`config.mk`:
```
export PLATFORM = sky130hd
export DESIGN_NAME = rgb_to_hsl_converter
export DESIGN_NICKNAME = d
export VERILOG_FILES = /design/src/rtl/core/rgbhsl_pkg.sv /design/src/rtl/core/rgbhsl_div.sv /design/src/rtl/core/rgb_to_hsl_converter.sv
export VERILOG_INCLUDE_DIRS = /design/src /design/src/rtl/core
export SDC_FILE = /design/constraint.sdc
export NUM_CORES = 2
export LEC_CHECK = 0
export BUFFER_PORTS_ARGS = -buffer_cell sky130_fd_sc_hd__buf_2
export CAP_MARGIN = 20
export CORE_ASPECT_RATIO = 0.8
export CORE_MARGIN = 2
export CORE_UTILIZATION = 23
export DETAILED_ROUTE_END_ITERATION = 16
export SLEW_MARGIN = 20
export SYNTH_ARGS = -nofsm -noshare
export SYNTH_HDL_FRONTEND = slang
export SYNTH_HIERARCHICAL = 1
export SYNTH_SLANG_ARGS = --single-unit
export TNS_END_PERCENT = 30
```
`constraint.sdc`:
```
create_clock -name clk -period 8.7 [get_ports clk]
set_input_delay 1.305 -clock clk [delete_from_list [all_inputs] [get_ports clk]]
set_output_delay 1.305 -clock clk [all_outputs]
set_load 0.05 [all_outputs]
```
`src/rtl/core/assert_macros.svh`:
```
// ---------------------------------------------------------------------------
// Assertion macros
// Shared concurrent assertion forms, clocked on the rising edge and disabled
// during reset.
// ---------------------------------------------------------------------------
`ifndef ASSERT_MACROS_SVH
`define ASSERT_MACROS_SVH

// cond holds at every edge outside reset
`define ASSERT_ALWAYS(label, clk, rst_n, cond, msg) \
  label: assert property (@(posedge clk) disable iff (!rst_n) (cond)) else $error(msg);

// ante at an edge implies cons at the same edge
`define ASSERT_IMPLIES(label, clk, rst_n, ante, cons, msg) \
  label: assert property (@(posedge clk) disable iff (!rst_n) (ante) |-> (cons)) \
    else $error(msg);

`endif

```
`src/rtl/core/rgbhsl_pkg.sv`:
```
// ---------------------------------------------------------------------------
// RGB to HSL package
// Output field widths, fixed-point scale constants and hue sector codes.
// ---------------------------------------------------------------------------
`default_nettype none

package rgbhsl_pkg;

  localparam int HUE_W       = 15;
  localparam int SAT_W       = 14;
  localparam int LIT_W       = 14;
  localparam int OUT_TDATA_W = 48;

  // quotient bits per divider lane
  localparam int DIV_Q_W = 15;

  localparam int unsigned HUE_FULL      = 23040;
  localparam int unsigned HUE_NUM_SCALE = 7680;
  localparam int unsigned SAT_NUM_SCALE = 25600;
  localparam int unsigned LIT_NUM_SCALE = 6400;
  localparam int unsigned PCT_FULL      = 12800;

  typedef enum logic [2:0] {
    SEC_RED      = 3'd0,
    SEC_GREEN    = 3'd2,
    SEC_BLUE     = 3'd4,
    SEC_RED_WRAP = 3'd6
  } sector_t;

endpackage

`default_nettype wire

```
`src/rtl/core/rgbhsl_div.sv`:
```
// ---------------------------------------------------------------------------
// Pipelined restoring divider
// One quotient bit per register stage, most significant first. Each stage
// advances on its own enable so the lane follows the pipeline's stalls.
// ---------------------------------------------------------------------------
`default_nettype none

module rgbhsl_div #(
  parameter int NUM_W = 24,
  parameter int DEN_W = 9,
  parameter int Q_W   = 15
) (
  input  logic             clk,
  input  logic [Q_W-1:0]   en,
  input  logic [NUM_W-1:0] num,
  input  logic [DEN_W-1:0] dvs,
  output logic [Q_W-1:0]   quo
);

  logic [NUM_W-1:0] rem_r [Q_W-1];
  logic [DEN_W-1:0] dvs_r [Q_W-1];
  logic [Q_W-1:0]   quo_r [Q_W];

  for (genvar k = 0; k < Q_W; k++) begin : g_step
    logic [NUM_W-1:0] rem_in;
    logic [DEN_W-1:0] dvs_in;
    logic [Q_W-1:0]   quo_in;
    logic [NUM_W-1:0] shifted;
    logic [Q_W-1:0]   quo_nxt;
    logic             fit;

    if (k == 0) begin : g_first
      assign rem_in = num;
      assign dvs_in = dvs;
      assign quo_in = '0;
    end else begin : g_next
      assign rem_in = rem_r[k-1];
      assign dvs_in = dvs_r[k-1];
      assign quo_in = quo_r[k-1];
    end

    assign shifted = NUM_W'(dvs_in) << (Q_W - 1 - k);
    assign fit     = (rem_in >= shifted);

    always_comb begin
      quo_nxt              = quo_in;
      quo_nxt[Q_W - 1 - k] = fit;
    end

    always_ff @(posedge clk) begin
      if (en[k]) begin
        quo_r[k] <= quo_nxt;
      end
    end

    if (k < Q_W - 1) begin : g_keep
      always_ff @(posedge clk) begin
        if (en[k]) begin
          rem_r[k] <= fit ? (rem_in - shifted) : rem_in;
          dvs_r[k] <= dvs_in;
        end
      end
    end
  end

  assign quo = quo_r[Q_W-1];

endmodule

`default_nettype wire

```
`src/rtl/core/rgb_to_hsl_converter.sv`:
```
// ---------------------------------------------------------------------------
// RGB to HSL converter
// Converts one RGB pixel per beat into hue (1/64 degree), saturation and
// lightness (percent in 1/128 units), rounded to nearest.
//
//   Channel  Dir  Handshake            Payload
//   in_      in   in_tvalid/in_tready  red, green, blue (CHANNEL_BITS each)
//   out_     out  out_tvalid/out_tready hue[14:0], saturation, lightness
//
// One beat per cycle sustained while out_tready holds; three front stages
// (max/min, sector sum, scaling products), 15 divider stages, one output.
// The 15-bit quotient, one bit per stage, sets the depth; lightness takes a
// reciprocal product in the first of those stages and is delayed alongside.
// Reset clears all valid bits; payload registers are not reset.
// A stage advances whenever the stage after it is empty or advancing, so
// bubbles fill while the output waits and no beat is lost or repeated.
// ---------------------------------------------------------------------------
`default_nettype none

`include "assert_macros.svh"

module rgb_to_hsl_converter #(
  parameter int CHANNEL_BITS = 8,
  localparam int IN_TDATA_W  = ((3 * CHANNEL_BITS + 7) / 8) * 8
) (
  input  logic                               clk,
  input  logic                               rst_n,
  input  logic                               in_tvalid,
  output logic                               in_tready,
  // red, green, blue, zero pad
  input  logic [IN_TDATA_W-1:0]              in_tdata,
  output logic                               out_tvalid,
  input  logic                               out_tready,
  // hue[14:0], saturation[13:0], lightness[13:0], zero pad
  output logic [rgbhsl_pkg::OUT_TDATA_W-1:0] out_tdata
);

  import rgbhsl_pkg::*;

  localparam int CB     = CHANNEL_BITS;
  localparam int NUM_W  = CB + 16;
  localparam int DEN_W  = CB + 1;
  localparam int U_W    = CB + 3;
  localparam int STG_N  = 3 + DIV_Q_W + 1;
  localparam int ST_D0  = 3;
  localparam int ST_OUT = STG_N - 1;
  localparam int PAD_W  = OUT_TDATA_W - HUE_W - SAT_W - LIT_W;

  localparam int LX_W   = CB + 14;
  localparam int LM_W   = CB + 15;
  localparam int LP_W   = LX_W + LM_W;
  localparam int LIT_SH = 2 * CB + 14;

  localparam logic [CB-1:0] CH_FULL  = {CB{1'b1}};
  localparam logic [CB:0]   TWO_FULL = {CH_FULL, 1'b0};

  localparam longint unsigned LIT_DEN_L = (64'd1 << CB) - 64'd1;
  localparam longint unsigned LIT_M_L   =
    ((64'd1 << LIT_SH) + LIT_DEN_L - 64'd1) / LIT_DEN_L;
  localparam logic [LM_W-1:0] LIT_RECIP = LM_W'(LIT_M_L);

  // handshake chain
  logic [STG_N-1:0] vld_r;
  logic [STG_N-1:0] vld_nxt;
  logic [STG_N-1:0] rdy;

  always_comb begin
    rdy[ST_OUT] = !vld_r[ST_OUT] || out_tready;
    for (int i = STG_N - 2; i >= 0; i--) begin
      rdy[i] = !vld_r[i] || rdy[i+1];
    end
  end

  always_comb begin
    vld_nxt[0] = rdy[0] ? in_tvalid : vld_r[0];
    for (int i = 1; i < STG_N; i++) begin
      vld_nxt[i] = rdy[i] ? vld_r[i-1] : vld_r[i];
    end
  end

  always_ff @(posedge clk) begin
    if (!rst_n) begin
      vld_r <= '0;
    end else begin
      vld_r <= vld_nxt;
    end
  end

  // stage A: max, min, delta, sector
  logic [CB-1:0] red, green, blue;
  logic          red_max, green_max, red_min, green_min;
  logic [CB-1:0] mx, mn, op_p, op_q;
  logic [CB-1:0] a_d_nxt, a_mag_nxt;
  logic [CB:0]   a_sum_nxt;
  logic          a_neg_nxt;
  sector_t       a_sec_nxt;

  logic [CB-1:0] a_d_r, a_mag_r;
  logic [CB:0]   a_sum_r;
  logic          a_neg_r;
  sector_t       a_sec_r;

  assign red   = in_tdata[CB-1:0];
  assign green = in_tdata[2*CB-1:CB];
  assign blue  = in_tdata[3*CB-1:2*CB];

  always_comb begin
    red_max   = (red >= green) && (red >= blue);
    green_max = !red_max && (green >= blue);
    red_min   = (red <= green) && (red <= blue);
    green_min = !red_min && (green <= blue);
    mx = red_max ? red : (green_max ? green : blue);
    mn = red_min ? red : (green_min ? green : blue);
    if (red_max) begin
      op_p = green;
      op_q = blue;
    end else if (green_max) begin
      op_p = blue;
      op_q = red;
    end else begin
      op_p = red;
      op_q = green;
    end
    a_neg_nxt = (op_p < op_q);
    a_mag_nxt = a_neg_nxt ? (op_q - op_p) : (op_p - op_q);
    a_d_nxt   = mx - mn;
    a_sum_nxt = {1'b0, mx} + {1'b0, mn};
    if (red_max) begin
      a_sec_nxt = a_neg_nxt ? SEC_RED_WRAP : SEC_RED;
    end else if (green_max) begin
      a_sec_nxt = SEC_GREEN;
    end else begin
      a_sec_nxt = SEC_BLUE;
    end
  end

  always_ff @(posedge clk) begin
    if (rdy[0]) begin
      a_d_r   <= a_d_nxt;
      a_mag_r <= a_mag_nxt;
      a_sum_r <= a_sum_nxt;
      a_neg_r <= a_neg_nxt;
      a_sec_r <= a_sec_nxt;
    end
  end

  // stage B: hue sector sum, saturation denominator
  logic [U_W-1:0] base;
  logic [U_W-1:0] b_u_nxt;
  logic [CB:0]    den_wide;
  logic [CB-1:0]  b_den_nxt;

  logic [U_W-1:0] b_u_r;
  logic [CB-1:0]  b_d_r, b_den_r;
  logic [CB:0]    b_sum_r;

  always_comb begin
    base     = U_W'(a_sec_r) * U_W'(a_d_r);
    b_u_nxt  = a_neg_r ? (base - U_W'(a_mag_r)) : (base + U_W'(a_mag_r));
    den_wide = (a_sum_r <= {1'b0, CH_FULL}) ? a_sum_r : (TWO_FULL - a_sum_r);
    b_den_nxt = den_wide[CB-1:0];
  end

  always_ff @(posedge clk) begin
    if (rdy[1]) begin
      b_u_r   <= b_u_nxt;
      b_d_r   <= a_d_r;
      b_den_r <= b_den_nxt;
      b_sum_r <= a_sum_r;
    end
  end

  // stage C: rounding numerators and divisors
  logic [NUM_W-1:0] c_hue_num_r, c_sat_num_r;
  logic [LX_W-1:0]  c_lit_x_r;
  logic [DEN_W-1:0] c_hue_dvs_r, c_sat_dvs_r;
  logic             c_gray_r;

  always_ff @(posedge clk) begin
    if (rdy[2]) begin
      c_hue_num_r <= NUM_W'(b_u_r) * NUM_W'(HUE_NUM_SCALE) + NUM_W'(b_d_r);
      c_sat_num_r <= NUM_W'(b_d_r) * NUM_W'(SAT_NUM_SCALE) + NUM_W'(b_den_r);
      c_lit_x_r   <= LX_W'(b_sum_r) * LX_W'(LIT_NUM_SCALE) + LX_W'(CH_FULL >> 1);
      c_hue_dvs_r <= {b_d_r, 1'b0};
      c_sat_dvs_r <= {b_den_r, 1'b0};
      c_gray_r    <= (b_d_r == '0);
    end
  end

  // divider lanes
  logic [DIV_Q_W-1:0] hue_q, sat_q;

  rgbhsl_div #(.NUM_W(NUM_W), .DEN_W(DEN_W), .Q_W(DIV_Q_W)) u_hue_div (
    .clk (clk),
    .en  (rdy[ST_D0 +: DIV_Q_W]),
    .num (c_hue_num_r),
    .dvs (c_hue_dvs_r),
    .quo (hue_q)
  );

  rgbhsl_div #(.NUM_W(NUM_W), .DEN_W(DEN_W), .Q_W(DIV_Q_W)) u_sat_div (
    .clk (clk),
    .en  (rdy[ST_D0 +: DIV_Q_W]),
    .num (c_sat_num_r),
    .dvs (c_sat_dvs_r),
    .quo (sat_q)
  );

  // lightness: divide by full scale through a reciprocal product, then delay
  logic [LP_W-1:0]  lit_prod;
  logic [LIT_W-1:0] lit_dly_r [DIV_Q_W];

  assign lit_prod = LP_W'(c_lit_x_r) * LP_W'(LIT_RECIP);

  for (genvar k = 0; k < DIV_Q_W; k++) begin : g_lit
    if (k == 0) begin : g_first
      always_ff @(posedge clk) begin
        if (rdy[ST_D0]) begin
          lit_dly_r[k] <= lit_prod[LIT_SH +: LIT_W];
        end
      end
    end else begin : g_next
      always_ff @(posedge clk) begin
        if (rdy[ST_D0 + k]) begin
          lit_dly_r[k] <= lit_dly_r[k-1];
        end
      end
    end
  end

  logic gray_r [DIV_Q_W];

  for (genvar k = 0; k < DIV_Q_W; k++) begin : g_gray
    if (k == 0) begin : g_first
      always_ff @(posedge clk) begin
        if (rdy[ST_D0]) begin
          gray_r[k] <= c_gray_r;
        end
      end
    end else begin : g_next
      always_ff @(posedge clk) begin
        if (rdy[ST_D0 + k]) begin
          gray_r[k] <= gray_r[k-1];
        end
      end
    end
  end

  // output stage: wrap hue, zero hue and saturation of gray pixels
  logic [HUE_W-1:0] hue_nxt, hue_r;
  logic [SAT_W-1:0] sat_nxt, sat_r;
  logic [LIT_W-1:0] lit_nxt, lit_r;

  always_comb begin
    if (gray_r[DIV_Q_W-1]) begin
      hue_nxt = '0;
      sat_nxt = '0;
    end else begin
      hue_nxt = (hue_q >= HUE_W'(HUE_FULL)) ? (hue_q - HUE_W'(HUE_FULL)) : hue_q;
      sat_nxt = sat_q[SAT_W-1:0];
    end
    lit_nxt = lit_dly_r[DIV_Q_W-1];
  end

  always_ff @(posedge clk) begin
    if (rdy[ST_OUT]) begin
      hue_r <= hue_nxt;
      sat_r <= sat_nxt;
      lit_r <= lit_nxt;
    end
  end

  assign in_tready  = rdy[0];
  assign out_tvalid = vld_r[ST_OUT];
  assign out_tdata  = {{PAD_W{1'b0}}, lit_r, sat_r, hue_r};

  `ASSERT_IMPLIES(a_hue_range, clk, rst_n, out_tvalid, hue_r < HUE_W'(HUE_FULL),
                  "hue beyond 360 degrees")
  `ASSERT_IMPLIES(a_pct_range, clk, rst_n, out_tvalid,
                  (sat_r <= SAT_W'(PCT_FULL)) && (lit_r <= LIT_W'(PCT_FULL)),
                  "saturation or lightness beyond 100 percent")
  `ASSERT_IMPLIES(a_empty_out_ready, clk, rst_n, !out_tvalid, in_tready,
                  "input stalled while output stage is empty")

endmodule

`default_nettype wire
```
=== Word level (Yosys, flattened, before mapping) ===
Memory sizes are Yosys's and may differ from the RTL's. A register that Yosys moved wholly into a read port is not among the register bits.
Index checks and enable logic that the tools add are counted.
W data, S select, Z words.

* Add/subtract/negate cells: 39
* Multiply operators: 5
* Order comparisons: 39
* Mux-type cells: 73
* Reduce and logical (&&, ||, !) cells: 45

{| class="wikitable"
|+ Operators with widths
! cell !! number
|-
| $mux W24 || 28
|-
| $mux W8 || 10
|-
| $ge A24 B10 Y1 || 2
|-
| $ge A24 B11 Y1 || 2
|-
| $ge A24 B12 Y1 || 2
|-
| $ge A24 B13 Y1 || 2
|-
| $ge A24 B14 Y1 || 2
|-
| $ge A24 B15 Y1 || 2
|-
| $ge A24 B16 Y1 || 2
|-
| $ge A24 B17 Y1 || 2
|-
| $ge A24 B18 Y1 || 2
|-
| $ge A24 B19 Y1 || 2
|-
| $ge A24 B20 Y1 || 2
|-
| $ge A24 B21 Y1 || 2
|-
| $ge A24 B22 Y1 || 2
|-
| $ge A24 B23 Y1 || 2
|-
| $ge A24 B9 Y1 || 2
|-
| $sub A24 B10 Y24 || 2
|-
| $sub A24 B11 Y24 || 2
|-
| $sub A24 B12 Y24 || 2
|-
| $sub A24 B13 Y24 || 2
|-
| $sub A24 B14 Y24 || 2
|-
| $sub A24 B15 Y24 || 2
|-
| $sub A24 B16 Y24 || 2
|-
| 34 further kinds || 119
|}

* Register bits after elaboration: 186
* Memory bits (writable): 1599
* Bits of input ports: 28
* Output and inout bits: 50
* Memories: 8

{| class="wikitable"
|+ Memories
! name !! depth !! bits a word !! rd ports !! clocked after memory_dff !! write ports !! RTL line !! RTL
|-
| u_hue_div.rem_r || 14 || 24 || 14 || 0 || 14 || rgbhsl_div.sv:20 || <nowiki>logic [NUM_W-1:0] rem_r [Q_W-1];</nowiki>
|-
| u_sat_div.rem_r || 14 || 24 || 14 || 0 || 14 || rgbhsl_div.sv:20 ||
|-
| u_hue_div.quo_r || 15 || 15 || 15 || 0 || 15 || rgbhsl_div.sv:22 || <nowiki>logic [Q_W-1:0] quo_r [Q_W];</nowiki>
|-
| u_sat_div.quo_r || 15 || 15 || 15 || 1 || 15 || rgbhsl_div.sv:22 ||
|-
| lit_dly_r || 15 || 14 || 15 || 1 || 15 || rgb_to_hsl_converter.sv:211 || <nowiki>logic [LIT_W-1:0] lit_dly_r [DIV_Q_W];</nowiki>
|-
| u_hue_div.dvs_r || 14 || 9 || 14 || 0 || 14 || rgbhsl_div.sv:21 || <nowiki>logic [DEN_W-1:0] dvs_r [Q_W-1];</nowiki>
|-
| 2 more memories || - || - || - || - || - || - ||
|}

=== Logic depth before layout (Yosys ltp) ===
* Depth in word-level cells: 20
* Gate-level depth with buffers: 23
* Depth with buffers taken out: 21

=== Modules after synthesis ===
Netlist, hierarchy kept.

{| class="wikitable"
|+ By module, submodules not included
! module !! times used !! cells each !! area an instance (sq um) !! sequential area each (sq um)
|-
| rgbhsl_div (u_sat_div) || 1 || 2068 || 27654.0 || 17476.8
|-
| rgbhsl_div (u_hue_div) || 1 || 2059 || 27501.4 || 17476.8
|-
| rgb_to_hsl_converter || 1 || 1548 || 20873.8 || 11881.4
|}

=== Worst setup path after synthesis ===
No wires, ideal clock.

* Path kind: input to output
* From: input out_tready
* To: output in_tready
* Arrival: 6.665 ns
* Required time: 7.395 ns
* Slack: 0.730 ns
* Stages: 9
* Buffers on the path: 0
* Cells stage by stage: and2b_1 inv_1 nor2_1 and2_1 inv_1 nor3_1 and3_1 and2_1 nand2_1

* Word-level cells in the longest chain between the ends: 19

{| class="wikitable"
|+ Ends and longest elaborated chain
! item !! RTL line !! RTL
|-
| start: declaration || rgb_to_hsl_converter.sv:33 || <nowiki>input logic out_tready,</nowiki>
|-
| $logic_or A1 B1 Y1 || rgb_to_hsl_converter.sv:68 || <nowiki>rdy[ST_OUT] = !vld_r[ST_OUT] || out_tready;</nowiki>
|-
| via rdy[18] || rgb_to_hsl_converter.sv:65 || <nowiki>logic [STG_N-1:0] rdy;</nowiki>
|-
| $logic_or A1 B1 Y1 (5 in series) || rgb_to_hsl_converter.sv:70 || <nowiki>rdy[i] = !vld_r[i] || rdy[i+1];</nowiki>
|-
| via rdy[13] || rgb_to_hsl_converter.sv:65 ||
|-
| $logic_or A1 B1 Y1 (13 in series) || rgb_to_hsl_converter.sv:70 ||
|-
| end: declaration || rgb_to_hsl_converter.sv:29 || <nowiki>output logic in_tready,</nowiki>
|}

The timed path passes the listed nets, and every way through them passes these cells.

=== Worst setup path in the final report ===
* From: input in_tdata[9]
* To: register a_mag_r[7], data pin

* Word-level cells in the longest chain between the ends: 8
* Elaborated cells on any way between the ends: 13
* Those cells by class: 2 x add/sub; 3 x order compare; 5 x mux; 3 x reduce/logical

{| class="wikitable"
|+ Ends and longest elaborated chain
! item !! RTL line !! RTL
|-
| start: declaration || rgb_to_hsl_converter.sv:31 || <nowiki>input logic [IN_TDATA_W-1:0] in_tdata,</nowiki>
|-
| $ge A8 B8 Y1 || rgb_to_hsl_converter.sv:108 || <nowiki>red_max = (red >= green) && (red >= blue);</nowiki>
|-
| $logic_and A1 B1 Y1 || rgb_to_hsl_converter.sv:108 ||
|-
| $logic_not A1 Y1 || rgb_to_hsl_converter.sv:109 || <nowiki>green_max = !red_max && (green >= blue);</nowiki>
|-
| $logic_and A1 B1 Y1 || rgb_to_hsl_converter.sv:109 ||
|-
| $mux W8 || rgb_to_hsl_converter.sv:117 || <nowiki>end else if (green_max) begin</nowiki>
|-
| $mux W8 || rgb_to_hsl_converter.sv:114 || <nowiki>if (red_max) begin</nowiki>
|-
| $sub A8 B8 Y8 or $lt A8 B8 Y1 (tied branches) || rgb_to_hsl_converter.sv:125, rgb_to_hsl_converter.sv:124 ||
|-
| $mux W8 * || rgb_to_hsl_converter.sv:125 || <nowiki>a_mag_nxt = a_neg_nxt ? (op_q - op_p) : (op_p - op_q);</nowiki>
|-
| via a_mag_nxt[7] || rgb_to_hsl_converter.sv:93 || <nowiki>logic [CB-1:0] a_d_nxt, a_mag_nxt;</nowiki>
|-
| end signal: assignment || rgb_to_hsl_converter.sv:140 || <nowiki>a_mag_r <= a_mag_nxt;</nowiki>
|-
| end: declaration || rgb_to_hsl_converter.sv:98 || <nowiki>logic [CB-1:0] a_d_r, a_mag_r;</nowiki>
|}

Mark *: on every way through the listed nets, which the timed path passes. The rest lies on a longest branch.
A chain may end at the register's enable or synchronous reset.

==> run_results.csv <==
group,metric,value,unit
routing,vias,42900,
floorplanning,dieArea,333000,um^2
sta,period_share,69.7,%
clock_network,post_cts_buffers,0,
routing,routedWlPerCell,13.3,um
clock_network,cts_sinks,1551,
sta,rsz0062_at_grt,"false",
worst_setup_path,critPathLaunchType,"input port",
worst_setup_path,path_class,"in2reg",
logic_synthesis,synth_area,75600,um^2
cells_and_area,final_common_cell,"edfxtp_1",
placement,dp_hpwl,102,mm
routing,wirelength,138,mm
floorplanning,initial_core_util,23.1,%
logic_synthesis,synth_warnings,6,
run,cap_violations,0,
cells_and_area,final_net_count,6498,
placement,port_buffers,72,
sta,hold_viol,0,
sta,final.setup.tns,0,ns
clock_network,root_buffer,"clkbuf_16",
clock_network,clk_pin_slew,0.07,ns
sta,slew_headroom,28.1,%
outcome,run_status,"finished, final reports clean",
floorplanning,ios,78,
cells_and_area,syn2layout_area_growth,14.2,%
routing,drtIter0Drc,2450,
worst_setup_path,cp_max_fo,67,
clock_network,cts_inserted_buffers,157,
placement,gp_congestion,0.861,
clock_network,insertion_delay,0.81,ns
clock_network,post_cts_resized,0,
grt,grt_overflow,0,
floorplanning,core,327000,um^2
floorplanning,chipHeight,517,um
sta,tightest_slew,1.07,ns
grt,first_global_vias,43200,
worst_hold_path,worst_hold_path_type,"reg2reg",
worst_setup_path,cp-end-kind,"flop",
routing,drc,0,
clock_network,htree_levels,4,
cells_and_area,nFillCells,33300,
floorplanning,die_width,645,um
grt,grt_max_degree,91,
grt,antenna_found_initial,11,
sta,setup_violations,0,
sta,period_needed,6.06,ns
cells_and_area,multi_input_area,27100,um^2
cells_and_area,drive_above_1_share,8.61,%
cells_and_area,stdcell_count,10300,
clock_network,cts_tree,"done",
grt,grt_pass1_wl,223,mm
sta,clock_skew,0.0899,ns
routing,via_per_inst,4.15,
worst_setup_path,cp.arrival,6.58,ns
sta,fmax,165,MHz
logic_synthesis,synthCells,5660,
grt,track_usage,8.04,%
routing,antenna_left,0,
sta,slew_viol_final,0,
clock_network,ctsHoldBuffers,0,
floorplanning,rows,188,
logic_synthesis,syn_avg_cell_area,13.4,um^2
routing,firstDrtPassIters,5,
placement,place_inst,10100,
worst_setup_path,critPathRequiredTime,9.22,ns
cells_and_area,mostFrequentLayoutCells,"edfxtp_1, ha_1, inv_1",
clock_network,clk_path_buf_depth,4,
cells_and_area,regArea,46400,um^2
-- registers in the layout, summed over array words and instances (netlist names), 7 cells and up --
register and flops:
c_hue_num_r 16, a_mag_r 8, a_sum_r 8, b_u_r 11
vld_r 19, b_den_r 7, b_sum_r 8, u_sat_div/rem_r 336
u_sat_div/dvs_r 126, b_d_r 8, a_d_r 8, sat_r 14
u_hue_div/dvs_r 126, u_hue_div/quo_r 120, lit_dly_r 210, u_hue_div/rem_r 336
hue_r 15, u_sat_div/quo_r 105, c_sat_dvs_r 7, lit_r 14
c_lit_x_r 13, c_sat_num_r 11, gray_r 15
-- area by class of cell --
type / instances / share of cell area, %
sequential: 1551 / 53.7
multi-input combinational: 3528 / 31.3
tap: 4370 / 6.33
clock buffer: 198 / 4.84
inverter: 521 / 2.28
clock inverter: 73 / 0.814
timing repair buffer: 100 / 0.670
antenna: 1 / 0.00290
-- through the flow --
stage | setup slack [ns] | area [um^2] | hold slack, ns | util (%)
CTS | 2.64 | 86300 | 0.341 | 26.4
detailed placement | 1.79 | 81400 | 0.405 | 24.9
global route | 2.26 | 86300 | 0.352 | 26.4
floorplan | 0.753 | 75600 | 0.400 | -
finish | 2.64 | 86300 | 0.343 | 26.4
global placement | 1.81 | 81400 | 0.401 | 24.9
-- critical path, cell delays in order --
cell	delay (ns)
buf_2	0.13
inv_1	0.08
ha_1	0.29
nor2b_1	0.13
o21a_1	0.15
o21ai_0	0.17
a21oi_1	0.12
o41a_1	0.45
o31ai_4	0.07
buf_4	0.53
nor2_1	0.13
a21oi_1	0.20
ha_1	0.18
inv_1	0.05
fa_1	0.39
a21o_1	0.21
a221oi_1	0.34
o21ai_1	0.40
mux2_2	0.44
o221ai_2	0.28
a21oi_1	0.15
o21ai_0	0.23
xor2_1	0.10
-- per-layer routing --
| metal | global-route usage, % | part of all wire (%) | wire, um | vias up |
|---|---|---|---|---|
| li1 | - | - | - | 21400 |
| met3 | 1.58 | 4.0 | 5560 | 311 |
| met1 | 10.5 | 47 | 64400 | 20400 |
| met2 | 13.3 | 46 | 63300 | 762 |
| met4 | 2.73 | 3.1 | 4300 | 14 |
| met5 | 0 | 0.061 | 84 | - |
-- final timing paths --
kind / start / endpoint / slack [ns] / depth (start not counted)
max: in_tdata[9] / a_mag_r[7] / 2.64 / 23
min: u_hue_div/quo_r[0][88] / u_hue_div/quo_r[0][103] / 0.34 / 0
max reg2reg: c_lit_x_r[15] / lit_dly_r[0][7] / 4.31 / 15
min reg2reg: u_hue_div/quo_r[0][88] / u_hue_div/quo_r[0][103] / 0.34 / 0
Power is left out: the tool's default activity adds up to more than one toggle a clock period on the data nets, which glitch-free logic cannot reach.
